**src/hw/rtl/pli_pkg.sv**
```systemverilog
// Package with the shared types, codes and constants of the interpolation table.
`default_nettype none

package pli_pkg;

    localparam int MAX_POINTS_DEF = 64;

    // Request codes.
    localparam logic [1:0] CMD_CLEAR  = 2'd0;
    localparam logic [1:0] CMD_INSERT = 2'd1;
    localparam logic [1:0] CMD_QUERY  = 2'd2;
    localparam logic [1:0] CMD_STATS  = 2'd3;

    // Result status codes.
    localparam logic [2:0] ST_OK    = 3'd0;
    localparam logic [2:0] ST_DUP   = 3'd1;
    localparam logic [2:0] ST_FULL  = 3'd2;
    localparam logic [2:0] ST_EMPTY = 3'd3;
    localparam logic [2:0] ST_BELOW = 3'd4;
    localparam logic [2:0] ST_ABOVE = 3'd5;
    localparam logic [2:0] ST_ZERO  = 3'd6;

    // Result value selection.
    localparam logic [2:0] VS_ZERO   = 3'd0;
    localparam logic [2:0] VS_YLAST  = 3'd1;
    localparam logic [2:0] VS_INTERP = 3'd2;
    localparam logic [2:0] VS_MEAN   = 3'd3;
    localparam logic [2:0] VS_STATZ  = 3'd4;

    // Read address selection.
    localparam logic [1:0] RA_IDX  = 2'd0;
    localparam logic [1:0] RA_PREV = 2'd1;
    localparam logic [1:0] RA_LAST = 2'd2;

    localparam logic [31:0] MEAN_NEG_LIM = 32'h8000_0000;
    localparam logic [31:0] MEAN_POS_LIM = 32'h7FFF_FFFF;

    localparam int OUT_DATA_W = 168;

    typedef struct packed {
        logic       load_in;
        logic       cnt_clr;
        logic       cnt_inc;
        logic       idx_inc;
        logic       idx_dec;
        logic       idx_from_cnt;
        logic       pos_load;
        logic [1:0] ra_sel;
        logic       we;
        logic       wa_pos;
        logic       prev_load;
        logic       first_load;
        logic       mm_update;
        logic       seg_q;
        logic       seg_s;
        logic       mul;
        logic       h_calc;
        logic       acc;
        logic       odd_fin;
        logic       abs_rng;
        logic       div_start;
        logic       div_step;
        logic       finish;
        logic [2:0] fin_st;
        logic [2:0] fin_vs;
        logic       out_load;
    } pli_cmd_t;

    typedef struct packed {
        logic [1:0] cmd;
        logic       idx_eq_cnt;
        logic       idx_eq_pos;
        logic       idx_zero;
        logic       cnt_zero;
        logic       cnt_full;
        logic       rx_eq_xin;
        logic       rx_lt_xin;
        logic       rx_gt_xin;
        logic       div_last;
        logic       mean_ovf;
        logic       range_zero;
    } pli_stat_t;

endpackage

`default_nettype wire

```
**src/hw/rtl/pli_ctrl.sv**
```systemverilog
// Sequencer of the interpolation table: walks insert, query and statistics requests.
`default_nettype none

module pli_ctrl
    import pli_pkg::*;
(
    input  wire logic      clk,
    input  wire logic      rst_n,
    input  wire logic      in_valid,
    output logic           in_ready,
    output logic           out_valid,
    input  wire logic      out_ready,
    input  wire pli_stat_t st,
    output pli_cmd_t       cmd
);

    localparam logic [4:0] S_IDLE   = 5'd0;
    localparam logic [4:0] S_DISP   = 5'd1;
    localparam logic [4:0] S_I_RD   = 5'd2;
    localparam logic [4:0] S_I_CHK  = 5'd3;
    localparam logic [4:0] S_I_FULL = 5'd4;
    localparam logic [4:0] S_SH_RD  = 5'd5;
    localparam logic [4:0] S_SH_WR  = 5'd6;
    localparam logic [4:0] S_Q_0    = 5'd7;
    localparam logic [4:0] S_Q_L    = 5'd8;
    localparam logic [4:0] S_Q_RD   = 5'd9;
    localparam logic [4:0] S_Q_CHK  = 5'd10;
    localparam logic [4:0] S_Q_MUL  = 5'd11;
    localparam logic [4:0] S_Q_DLD  = 5'd12;
    localparam logic [4:0] S_Q_DIV  = 5'd13;
    localparam logic [4:0] S_Q_RES  = 5'd14;
    localparam logic [4:0] S_S_USE  = 5'd15;
    localparam logic [4:0] S_S_MUL  = 5'd16;
    localparam logic [4:0] S_S_H    = 5'd17;
    localparam logic [4:0] S_S_ACC  = 5'd18;
    localparam logic [4:0] S_S_NEXT = 5'd19;
    localparam logic [4:0] S_S_FIN  = 5'd20;
    localparam logic [4:0] S_S_ABS  = 5'd21;
    localparam logic [4:0] S_S_RNG  = 5'd22;
    localparam logic [4:0] S_S_DIV  = 5'd23;
    localparam logic [4:0] S_S_MEAN = 5'd24;
    localparam logic [4:0] S_OUT    = 5'd25;

    logic [4:0] state_reg, state_next;
    logic       ovalid_reg, ovalid_next;

    assign in_ready  = (state_reg == S_IDLE);
    assign out_valid = ovalid_reg;

    always_comb
    begin
        cmd         = '0;
        state_next  = state_reg;
        ovalid_next = ovalid_reg && !out_ready;
        cmd.ra_sel  = RA_IDX;
        cmd.fin_st  = ST_OK;
        cmd.fin_vs  = VS_ZERO;
        unique case (state_reg)
            S_IDLE:
            begin
                if (in_valid)
                begin
                    cmd.load_in = 1'b1;
                    state_next  = S_DISP;
                end
            end
            S_DISP:
            begin
                unique case (st.cmd)
                    CMD_CLEAR:
                    begin
                        cmd.cnt_clr = 1'b1;
                        cmd.finish  = 1'b1;
                        state_next  = S_OUT;
                    end
                    CMD_INSERT:
                    begin
                        state_next = S_I_RD;
                    end
                    CMD_QUERY:
                    begin
                        if (st.cnt_zero)
                        begin
                            cmd.finish = 1'b1;
                            cmd.fin_st = ST_EMPTY;
                            state_next = S_OUT;
                        end
                        else
                        begin
                            state_next = S_Q_0;
                        end
                    end
                    default:
                    begin
                        if (st.cnt_zero)
                        begin
                            cmd.finish = 1'b1;
                            cmd.fin_st = ST_EMPTY;
                            state_next = S_OUT;
                        end
                        else
                        begin
                            state_next = S_S_USE;
                        end
                    end
                endcase
            end
            S_I_RD:
            begin
                if (st.idx_eq_cnt)
                begin
                    cmd.pos_load = 1'b1;
                    state_next   = S_I_FULL;
                end
                else
                begin
                    state_next = S_I_CHK;
                end
            end
            S_I_CHK:
            begin
                priority if (st.rx_eq_xin)
                begin
                    cmd.finish = 1'b1;
                    cmd.fin_st = ST_DUP;
                    state_next = S_OUT;
                end
                else if (st.rx_lt_xin)
                begin
                    cmd.idx_inc = 1'b1;
                    state_next  = S_I_RD;
                end
                else
                begin
                    cmd.pos_load = 1'b1;
                    state_next   = S_I_FULL;
                end
            end
            S_I_FULL:
            begin
                if (st.cnt_full)
                begin
                    cmd.finish = 1'b1;
                    cmd.fin_st = ST_FULL;
                    state_next = S_OUT;
                end
                else
                begin
                    cmd.idx_from_cnt = 1'b1;
                    state_next       = S_SH_RD;
                end
            end
            S_SH_RD:
            begin
                if (st.idx_eq_pos)
                begin
                    cmd.we      = 1'b1;
                    cmd.wa_pos  = 1'b1;
                    cmd.cnt_inc = 1'b1;
                    cmd.finish  = 1'b1;
                    state_next  = S_OUT;
                end
                else
                begin
                    cmd.ra_sel = RA_PREV;
                    state_next = S_SH_WR;
                end
            end
            S_SH_WR:
            begin
                cmd.we      = 1'b1;
                cmd.idx_dec = 1'b1;
                state_next  = S_SH_RD;
            end
            S_Q_0:
            begin
                if (!st.rx_lt_xin && !st.rx_eq_xin)
                begin
                    cmd.finish = 1'b1;
                    cmd.fin_st = ST_BELOW;
                    state_next = S_OUT;
                end
                else
                begin
                    cmd.prev_load = 1'b1;
                    cmd.idx_inc   = 1'b1;
                    cmd.ra_sel    = RA_LAST;
                    state_next    = S_Q_L;
                end
            end
            S_Q_L:
            begin
                priority if (st.rx_lt_xin)
                begin
                    cmd.finish = 1'b1;
                    cmd.fin_st = ST_ABOVE;
                    state_next = S_OUT;
                end
                else if (st.rx_eq_xin)
                begin
                    cmd.finish = 1'b1;
                    cmd.fin_vs = VS_YLAST;
                    state_next = S_OUT;
                end
                else
                begin
                    state_next = S_Q_RD;
                end
            end
            S_Q_RD:
            begin
                state_next = S_Q_CHK;
            end
            S_Q_CHK:
            begin
                if (st.rx_gt_xin)
                begin
                    cmd.seg_q  = 1'b1;
                    state_next = S_Q_MUL;
                end
                else
                begin
                    cmd.prev_load = 1'b1;
                    cmd.idx_inc   = 1'b1;
                    state_next    = S_Q_RD;
                end
            end
            S_Q_MUL:
            begin
                cmd.mul    = 1'b1;
                state_next = S_Q_DLD;
            end
            S_Q_DLD:
            begin
                cmd.div_start = 1'b1;
                state_next    = S_Q_DIV;
            end
            S_Q_DIV:
            begin
                cmd.div_step = 1'b1;
                if (st.div_last)
                begin
                    state_next = S_Q_RES;
                end
            end
            S_Q_RES:
            begin
                cmd.finish = 1'b1;
                cmd.fin_vs = VS_INTERP;
                state_next = S_OUT;
            end
            S_S_USE:
            begin
                cmd.prev_load = 1'b1;
                if (st.idx_zero)
                begin
                    cmd.first_load = 1'b1;
                    cmd.idx_inc    = 1'b1;
                    state_next     = S_S_NEXT;
                end
                else
                begin
                    cmd.mm_update = 1'b1;
                    cmd.seg_s     = 1'b1;
                    state_next    = S_S_MUL;
                end
            end
            S_S_MUL:
            begin
                cmd.mul    = 1'b1;
                state_next = S_S_H;
            end
            S_S_H:
            begin
                cmd.h_calc = 1'b1;
                state_next = S_S_ACC;
            end
            S_S_ACC:
            begin
                cmd.acc     = 1'b1;
                cmd.idx_inc = 1'b1;
                state_next  = S_S_NEXT;
            end
            S_S_NEXT:
            begin
                if (st.idx_eq_cnt)
                begin
                    state_next = S_S_FIN;
                end
                else
                begin
                    state_next = S_S_USE;
                end
            end
            S_S_FIN:
            begin
                cmd.odd_fin = 1'b1;
                state_next  = S_S_ABS;
            end
            S_S_ABS:
            begin
                cmd.abs_rng = 1'b1;
                state_next  = S_S_RNG;
            end
            S_S_RNG:
            begin
                if (st.range_zero)
                begin
                    cmd.finish = 1'b1;
                    cmd.fin_st = ST_ZERO;
                    cmd.fin_vs = VS_STATZ;
                    state_next = S_OUT;
                end
                else
                begin
                    cmd.div_start = 1'b1;
                    state_next    = st.mean_ovf ? S_S_MEAN : S_S_DIV;
                end
            end
            S_S_DIV:
            begin
                cmd.div_step = 1'b1;
                if (st.div_last)
                begin
                    state_next = S_S_MEAN;
                end
            end
            S_S_MEAN:
            begin
                cmd.finish = 1'b1;
                cmd.fin_vs = VS_MEAN;
                state_next = S_OUT;
            end
            S_OUT:
            begin
                if (!ovalid_reg || out_ready)
                begin
                    cmd.out_load = 1'b1;
                    ovalid_next  = 1'b1;
                    state_next   = S_IDLE;
                end
            end
            default:
            begin
                state_next = S_IDLE;
            end
        endcase
    end

    always_ff @(posedge clk or negedge rst_n)
    begin
        if (!rst_n)
        begin
            state_reg  <= S_IDLE;
            ovalid_reg <= 1'b0;
        end
        else
        begin
            state_reg  <= state_next;
            ovalid_reg <= ovalid_next;
        end
    end

endmodule

`default_nettype wire

```
**config.mk**
```make
export PLATFORM = sky130hd
export DESIGN_NAME = pli_ctrl
export DESIGN_NICKNAME = d
export VERILOG_FILES = /design/src/hw/rtl/pli_pkg.sv /design/src/hw/rtl/pli_ctrl.sv
export SDC_FILE = /design/constraint.sdc
export NUM_CORES = 1
export LEC_CHECK = 0
export BUFFER_PORTS_ARGS = -buffer_cell sky130_fd_sc_hd__buf_2
export CELL_PAD_IN_SITES_DETAIL_PLACEMENT = 1
export CELL_PAD_IN_SITES_GLOBAL_PLACEMENT = 1
export CORE_UTILIZATION = 33
export CTS_CLUSTER_SIZE = 40
export DETAILED_ROUTE_END_ITERATION = 10
export GPL_ROUTABILITY_DRIVEN = 0
export GPL_TIMING_DRIVEN = 0
export PLACE_DENSITY = 0.86
export SLEW_MARGIN = 10
export SYNTH_ARGS = -nofsm -noshare
export SYNTH_HDL_FRONTEND = slang
export SYNTH_SLANG_ARGS = --single-unit
```
**constraint.sdc**
```tcl
create_clock -name clk -period 1.8 [get_ports clk]
set_input_delay 0.18 -clock clk [delete_from_list [all_inputs] [get_ports clk]]
set_output_delay 0.18 -clock clk [all_outputs]
set_load 0.03 [all_outputs]
```
* After elaboration in Yosys (flattened, before gate mapping)
Index checks and enable logic that the tools add are counted.
** Operators by class
- Equal/unequal tests :: 31
- Reductions and logical operators :: 14
- Muxes and demuxes :: 79
** Operators by type and width (count)
- $pmux 5 s25 :: 1
- $mux 5 :: 13
- $eq 5x5->1 const B :: 10
- $eq 5x4->1 const B :: 8
- $mux 1 :: 38
- $mux 4 :: 6
- $eq 5x3->1 const B :: 4
- $pmux 3 s6 :: 1
- $pmux 5 s3 :: 1
- $mux 3 :: 4
- $pmux 3 s4 :: 1
- $eq 5x2->1 const B :: 2
- $mux 2 :: 5
- $ne 2x2->1 const B :: 4
- $pmux 1 s2 :: 4
- $pmux 1 s8 :: 1
- $reduce_or 2->1 :: 4
- $mux 7 :: 1
- $eq 5x1->1 const B :: 1
- $logic_not 5->1 :: 1
- $pmux 1 s5 :: 1
- $logic_not 1->1 :: 4
- $pmux 2 s2 :: 1
- $reduce_and 4->1 :: 1
- 6 further kinds :: 7
** Word-level totals
- Register bits after elaboration :: 6
- Word-level logic and storage cells :: 126
- Output and inout port bits :: 33
- Input port bits :: 17

* Depth between registers and ports, before layout
Gate-level depths: netlist (run 1).
- Depth after elaboration :: 4
- Depth in mapped cells :: 8

* Worst setup path after synthesis (run 1)
Ideal clock, no wire load.
- Kind :: flip-flop to output port
- From :: register state_reg[4]
- To :: output cmd[17] (netlist bit)
- Data arrival time :: 1.959 ns
- Setup slack :: -0.339 ns
- Buffers on the path :: 2
- Required time :: 1.620 ns
- Stages on the path, launching flop included :: 6
- Cell sequence :: dfrtp_1 buf_2 nor2b_1 nand2_1 nor3_1 buf_4
** RTL lines
- start, declared :: line pli_ctrl.sv:44 : logic [4:0] state_reg, state_next;
- start signal, assigned :: line pli_ctrl.sv:359 : state_reg <= state_next;
- end, declared :: line pli_ctrl.sv:14 : output pli_cmd_t cmd

==> flow_summary_export.csv, run 1 <==
group,metric,value,unit
placement,placed_cell_area,1550,sq um
timing,worst_slack,-0.294,ns
clocking,h-tree-depth,1,
timing,setup_viol,30,
timing,rsz0062_at_grt,"yes",
finish,diodes,0,
route,drtIter0Drc,187,
logic_synthesis,syn_inst,183,
clocking,clk_pin_slew,0.07,ns
timing,min_period,2.09,ns
placement,dp_slack,-0.307,ns
logic_synthesis,synthFlopType,"dfrtp_1",
setup_path,crit_path_frequent_cell,"buf_6",
logic_synthesis,synth.distinct_cells,51,
clocking,cts.sinks,6,
timing,drv_slew,0,
logic_synthesis,netlist_top_cells_area,"dfrtp_1 (12%), nor2_1 (6.2%), nand2_1 (5.6%)",
setup_path,reg2reg_depth,10,
setup_path,r2r-start,"state_reg[2]",
finish,largest_register_ffs,5,
logic_synthesis,synth-async-reset-ratio,100,%
route,vias,2176,
logic_synthesis,netlist_area,1210,sq um
logic_synthesis,synth_warnings,0,
setup_path,worst-path-stages,8,
die,die_x,62.6,um
route,post_drt_wl_per_cell,28.5,um
global_routing,first_global_vias,1943,
worst_hold_path,min_from,"out_ready",
timing,finalSetupTns,-4.16,ns
setup_path,path_cells,"buf_6, nor2b_4, buf_12, a22oi_2, o21ai_2, nor4_4, nand3b_1, buf_6",
outcome,failed_checks,"setup timing",
setup_path,crit_type,"reg2out",
clocking,cts_buffer_depth,2,
global_routing,overflow,0,
global_routing,grt_max_degree,11,
worst_hold_path,holdPathStages,2,
clocking,clock_latency,0.28,ns
timing,max_freq,0.478,GHz
logic_synthesis,synth_edf_count,0,
die,start_util,35.5,%
finish,layout_commonest_cell,"buf_4",
setup_path,crit_path_end_kind,"primary output",
power,leakagePower,1.13,nW
global_routing,track_usage,35.1,%
route,drt_first_pass_iters,4,
route,remaining_drc_errors,0,
setup_path,cp.required,1.62,ns
finish,final_net_count,294,
setup_path,cp_top_family,"simple AND/OR/NAND/NOR gates",
die,ios,50,
global_routing,antenna_found_initial,0,
setup_path,max_stage_delay,0.42,ns
power,vdd_drop_max,0.862,mV
finish,fin_area,2440,sq um
finish,finish.utilization,71.4,%
timing,fin_worst_skew,0.0150,ns
placement,dp_hpwl,3700,um
finish,final_layout_size_suffix_gt1_share,60.4,%
die,die_area,3920,sq um
outcome,status,"finished with violations",
placement,numPortBuffers,49,
timing,hold_viol,0,
clocking,clockRootBuffer,"clkbuf_4",
setup_path,path_buf_inv,3,
run,drv_cap,0,
finish,final_cell_mix,"buf_4 (41), buf_6 (29), buf_2 (27), nand2_1 (15), nor2_1 (13)",
worst_hold_path,hold_path_class,"in2reg",
setup_path,cp_data_arrival_time,1.91,ns
die,die_y,62.6,um
timing,slew_headroom,50.5,%
finish,area_delta_synth_final,101,%
logic_synthesis,synth_top_cell_area_share,12.4,%
clocking,tritoncts,"yes",
die,rows,21,
timing,fin_crit_sh,116,%
setup_path,cp_max_fo,5,
route,wl,9160,um
setup_path,crit_path_start_kind,"flip-flop",
logic_synthesis,yosys.area.top_type,"dfrtp_1",
logic_synthesis,ys_seq_elements,6,
power,total_power,4.54,mW
timing,tightest_slew,0.740,ns
global_routing,grt_pass1_wl,10600,um
setup_path,cp_slowest_cell,"dfrtp_1",
die,core,3420,sq um
timing,hold_ws,0.285,ns
setup_path,startpoint,"state_reg[2]",
power,power.density,1860,nW/um^2
logic_synthesis,synth.net_count,200,
logic_synthesis,yosysSeqAreaShare,12.4,%
placement,dp.cells,278,
route,antenna_left,0,
finish,fin_cells,321,
logic_synthesis,avgSynthCellArea,6.63,sq um
route,vias_per_cell,6.78,
clocking,numCtsBuffers,3,
-- worst register-to-register path, cell delays in order (launching register included) --
cell and delay [ns]:
dfrtp_1 0.42, buf_6 0.16, buf_6 0.13, nor2_4 0.21, a22oi_2 0.12, o21ai_2 0.26, nor4_4 0.08, buf_4 0.15
buf_4 0.13, buf_4 0.13, a31oi_1 0.20
-- power by group --
group | internal, mW | switching [mW] | total, mW
Combinational | 1.78 | 2.30 | 4.08
Clock | 0.0775 | 0.0844 | 0.162
Sequential | 0.206 | 0.0903 | 0.296
-- path summary, 6_finish.rpt --
| check | endpoint | slack (ns) |
|---|---|---|
| min in group asynchronous | state_reg[2] | 0.29 |
| max in group asynchronous | state_reg[3] | 1.31 |
| setup / recovery | cmd[7] | -0.29 |
| setup reg to reg | state_reg[4] | -0.28 |
| hold / removal | out_valid | 0.28 |
| hold reg to reg | out_valid | 0.89 |
-- logic make-up (layout without fill, tap and decap cells) --
logic type	after synthesis	after routing	share of synthesized area (%)
compound gates	51	51	28.6
simple gates	99	99	45.9
flops	6	6	12.4
buf+inv	23	115	9.39
mux	4	4	3.71
-- final cells by class --
type	instances	area, sq um
multi-input cells	154	1270
fillers	380	978
repair buffers	89	698
plain buffers	16	206
flip-flops and latches	6	154
well taps	46	57.6
inverters	7	28.8
clock buffers	3	22.5
-- layer usage --
layer / vias up / GRT usage, % / share of wire (%)
li1: 855 / - / -
met1: 1056 / 43.2 / 36
met2: 190 / 59.2 / 46
met3: 75 / 5.29 / 10
met4: 0 / 16.9 / 8.0
met5: - / 0 / 0
-- Yosys cell counts (3+ instances only) --
cell	n
nor2_1	20
nand2_1	18
a21oi_1	12
nor3_1	12
buf_2	9
nand2b_1	9
o21ai_0	8
inv_1	7
dfrtp_1	6
nand3_1	6
nand3b_1	5
a31oi_1	4
buf_4	4
nor2b_1	4
mux2i_1	3
nor3b_1	3
o21ai_1	3
or3_1	3
-- timing repair --
item | 4_1_cts | 5_1_grt
resized for setup | 65 | 99
gates cloned | 1 | 0
hold buffers | 1 | 0
endpoints found under the hold margin | 6 | 0
buffers inserted | 20 | 20
setup endpoints to repair | 31 | 33
pin swaps | 15 | 15
(Power assumes the default switching activity.)
==> run 2, diff against run 1 <==
- MAX_ROUTING_LAYER: not set -> met4
==> flow_summary_export.csv, run 2 <==
group,metric,value,unit
outcome,status,"aborted with a tool error",
outcome,lastStage,"5_1_grt",
outcome,tool.error,"[ERROR DPL-0033] detailed placement checks failed during check placement.",
logic_synthesis,synth_top_cells_by_count,"nor2_1 (20), nand2_1 (18), a21oi_1 (12), nor3_1 (12)",
logic_synthesis,synth_top_cell_area_share,12.4,%
global_routing,antenna_found_initial,0,
logic_synthesis,synth-async-reset-ratio,100,%
logic_synthesis,netlist_top_cells_area,"dfrtp_1 (12%), nor2_1 (6.2%), nand2_1 (5.6%)",
timing,postGrtWorstEndpoint,"cmd[7]",
logic_synthesis,synth_edf_count,0,
global_routing,grt_max_degree,11,
placement,numPortBuffers,49,
placement,dp_hpwl,3700,um
logic_synthesis,yosysMostFrequentCell,"nor2_1",
clocking,cts_buffer_depth,2,
logic_synthesis,avgSynthCellArea,6.63,sq um
die,rows,21,
logic_synthesis,synth.distinct_cells,51,
logic_synthesis,synth.net_count,200,
logic_synthesis,syn_inst,183,
logic_synthesis,ys_seq_elements,6,
placement,placed_cell_area,1550,sq um
placement,dp_slack,-0.307,ns
clocking,clockRootBuffer,"clkbuf_4",
logic_synthesis,yosys.area.top_type,"dfrtp_1",
timing,worst-ep-kind,"top-level output",
die,die_y,62.6,um
die,ios,50,
die,die_x,62.6,um
die,start_util,35.5,%
clocking,numCtsBuffers,3,
logic_synthesis,yosysSeqAreaShare,12.4,%
clocking,h-tree-depth,1,
logic_synthesis,netlist_area,1210,sq um
logic_synthesis,synth_warnings,0,
clocking,cts.sinks,6,
logic_synthesis,synthFlopType,"dfrtp_1",
run 2: logic make-up after synthesis:
kind of cell / after synthesis / share of synthesized area [%]
AND/OR/NAND/NOR: 99 / 45.9
multiplexers: 4 / 3.71
AO/OA/AOI/OAI: 51 / 28.6
buffers and inverters: 23 / 9.39
flip-flops: 6 / 12.4
run 2: per-stage QoR:
stage	cells	util (%)	setup TNS, ns	hold slack, ns
after floorplan	183	-	-0.0905	-0.116
after global placement	278	45.5	-0.771	0.00746
after detailed placement	278	45.5	-0.958	0.0103
after CTS	303	58.0	-1.03	0.187
run 2: what timing repair did:
action,4_1_cts
gates cloned,1
gates resized for setup,65
hold buffers,1
pin swaps,15
buffers inserted,20
hold endpoints to repair,6
setup endpoints to repair,31
==> run 3, diff against run 2 <==
- CELL_PAD_IN_SITES_DETAIL_PLACEMENT: 1 -> not set
- CELL_PAD_IN_SITES_GLOBAL_PLACEMENT: 1 -> not set
- CORE_AREA: not set -> 2 2 63 65
- CORE_UTILIZATION: 33 -> not set
- CTS_CLUSTER_SIZE: 40 -> not set
- DIE_AREA: not set -> 0 0 65 67
- MAX_ROUTING_LAYER: met4 -> not set
- PLACE_DENSITY: 0.86 -> not set
- PLACE_DENSITY_LB_ADDON: not set -> 0.15
==> flow_summary_export.csv, run 3 (same netlist as run 1, synthesis figures left out) <==
group,metric,value,unit
setup_path,r2r-start,"state_reg[0]",
global_routing,first_global_vias,1584,
route,antenna_left,0,
die,start_util,33.6,%
global_routing,grt_max_degree,11,
clocking,clock_latency,0.23,ns
worst_hold_path,min_from,"out_ready",
setup_path,crit_type,"reg2out",
finish,largest_register_ffs,5,
route,wl,5230,um
timing,max_freq,0.505,GHz
setup_path,cp_max_fo,5,
timing,fin_worst_skew,0.00482,ns
outcome,status,"finished with violations",
outcome,failed_checks,"setup timing",
timing,hold_viol,0,
route,drt_first_pass_iters,4,
placement,dp_hpwl,3440,um
clocking,clk_pin_slew,0.04,ns
worst_hold_path,holdPathStages,2,
finish,fin_cells,306,
die,core,3610,sq um
global_routing,antenna_found_initial,0,
timing,tightest_slew,0.647,ns
setup_path,crit_path_end_kind,"primary output",
timing,min_period,1.98,ns
worst_hold_path,hold_path_class,"in2reg",
die,die_area,4360,sq um
finish,fin_area,2180,sq um
timing,worst_slack,-0.179,ns
power,power.density,1660,nW/um^2
finish,final_layout_size_suffix_gt1_share,55.0,%
clocking,numCtsBuffers,3,
global_routing,grt_pass1_wl,7540,um
die,rows,22,
setup_path,worstReg2RegEnd,"state_reg[0]",
clocking,cts.sinks,6,
run,drv_cap,0,
route,vias_per_cell,5.76,
setup_path,crit_path_start_kind,"flip-flop",
placement,dp.cells,280,
timing,drv_slew,0,
finish,area_delta_synth_final,80.2,%
route,remaining_drc_errors,0,
power,vdd_drop_max,0.591,mV
clocking,clockRootBuffer,"clkbuf_8",
die,ios,50,
setup_path,startpoint,"state_reg[1]",
clocking,cts_buffer_depth,2,
timing,rsz0062_at_grt,"yes",
route,drtIter0Drc,128,
power,total_power,3.63,mW
finish,diodes,0,
global_routing,track_usage,22.1,%
worst_hold_path,holdPathEnd,"out_valid",
placement,numPortBuffers,49,
finish,layout_commonest_cell,"buf_4",
route,vias,1762,
setup_path,cp_data_arrival_time,1.80,ns
power,leakagePower,1.01,nW
clocking,tritoncts,"yes",
die,die_x,65,um
timing,setup_viol,10,
setup_path,cp.required,1.62,ns
setup_path,r2r_slack,0.01,ns
die,die_y,67,um
timing,finalSetupTns,-0.710,ns
global_routing,overflow,0,
timing,slew_headroom,56.7,%
finish,final_net_count,277,
finish,finish.utilization,60.6,%
setup_path,reg2reg_depth,6,
route,post_drt_wl_per_cell,17.1,um
placement,placed_cell_area,1560,sq um
timing,fin_crit_sh,110,%
clocking,h-tree-depth,1,
finish,final_cell_mix,"buf_4 (37), buf_2 (26), buf_6 (20), nor2_1 (13), nand2_1 (13)",
## run 3: per-stage QoR
stage | worst slack, ns | hold slack, ns
finish | -0.179 | 0.203
global route | -0.245 | 0.241
CTS | -0.180 | 0.213
detailed placement | -0.281 | 0.00783
global placement | -0.334 | 0.00861
floorplan | -0.0402 | -0.116
## run 3: how the worst max path moves through the flow
stage	endpoint	slack, ns	cells after the start
after global routing	cmd[7]	-0.25	7
final	cmd[7]	-0.18	7
after CTS	cmd[7]	-0.18	7
after detailed placement	cmd[7]	-0.28	7
after floorplan	cmd[24]	-0.04	4
after global placement	cmd[7]	-0.33	7
## run 3: power by group
group	switching [mW]	internal, mW
sequential	0.0850	0.205
combinational	1.80	1.34
clock	0.0601	0.144
total	1.94	1.69
## run 3: critical path, stage by stage (launching register included)
cell	delay (ns)
dfrtp_1	0.43
buf_6	0.17
nor3b_4	0.35
nand2_2	0.16
nor2_4	0.16
nor4_4	0.06
nand3b_1	0.11
buf_6	0.13
## run 3: per-layer routing
layer | vias up | track usage (%) | share of wire [%]
met3 | 17 | 2.87 | 7.3
met1 | 820 | 29.7 | 43
met4 | 0 | 5.59 | 2.2
met5 | - | 0 | 0
li1 | 821 | - | -
met2 | 104 | 37.1 | 48
## run 3: timing repair
action / in CTS / in global routing
setup buffers: 11 / 11
resized for setup: 55 / 67
gates cloned: 0 / 1
hold buffers: 1 / 0
setup endpoints to repair: 26 / 29
hold endpoints to repair: 6 / 0
pin swaps: 10 / 17
## run 3: final cells by class
cell class | instances | area (sq um)
buffer | 15 | 143
clock buffer | 3 | 41.3
fill | 321 | 1420
inverter | 7 | 28.8
multi-input combinational | 154 | 1230
sequential | 6 | 153
tap | 48 | 60.1
timing repair buffer | 73 | 533
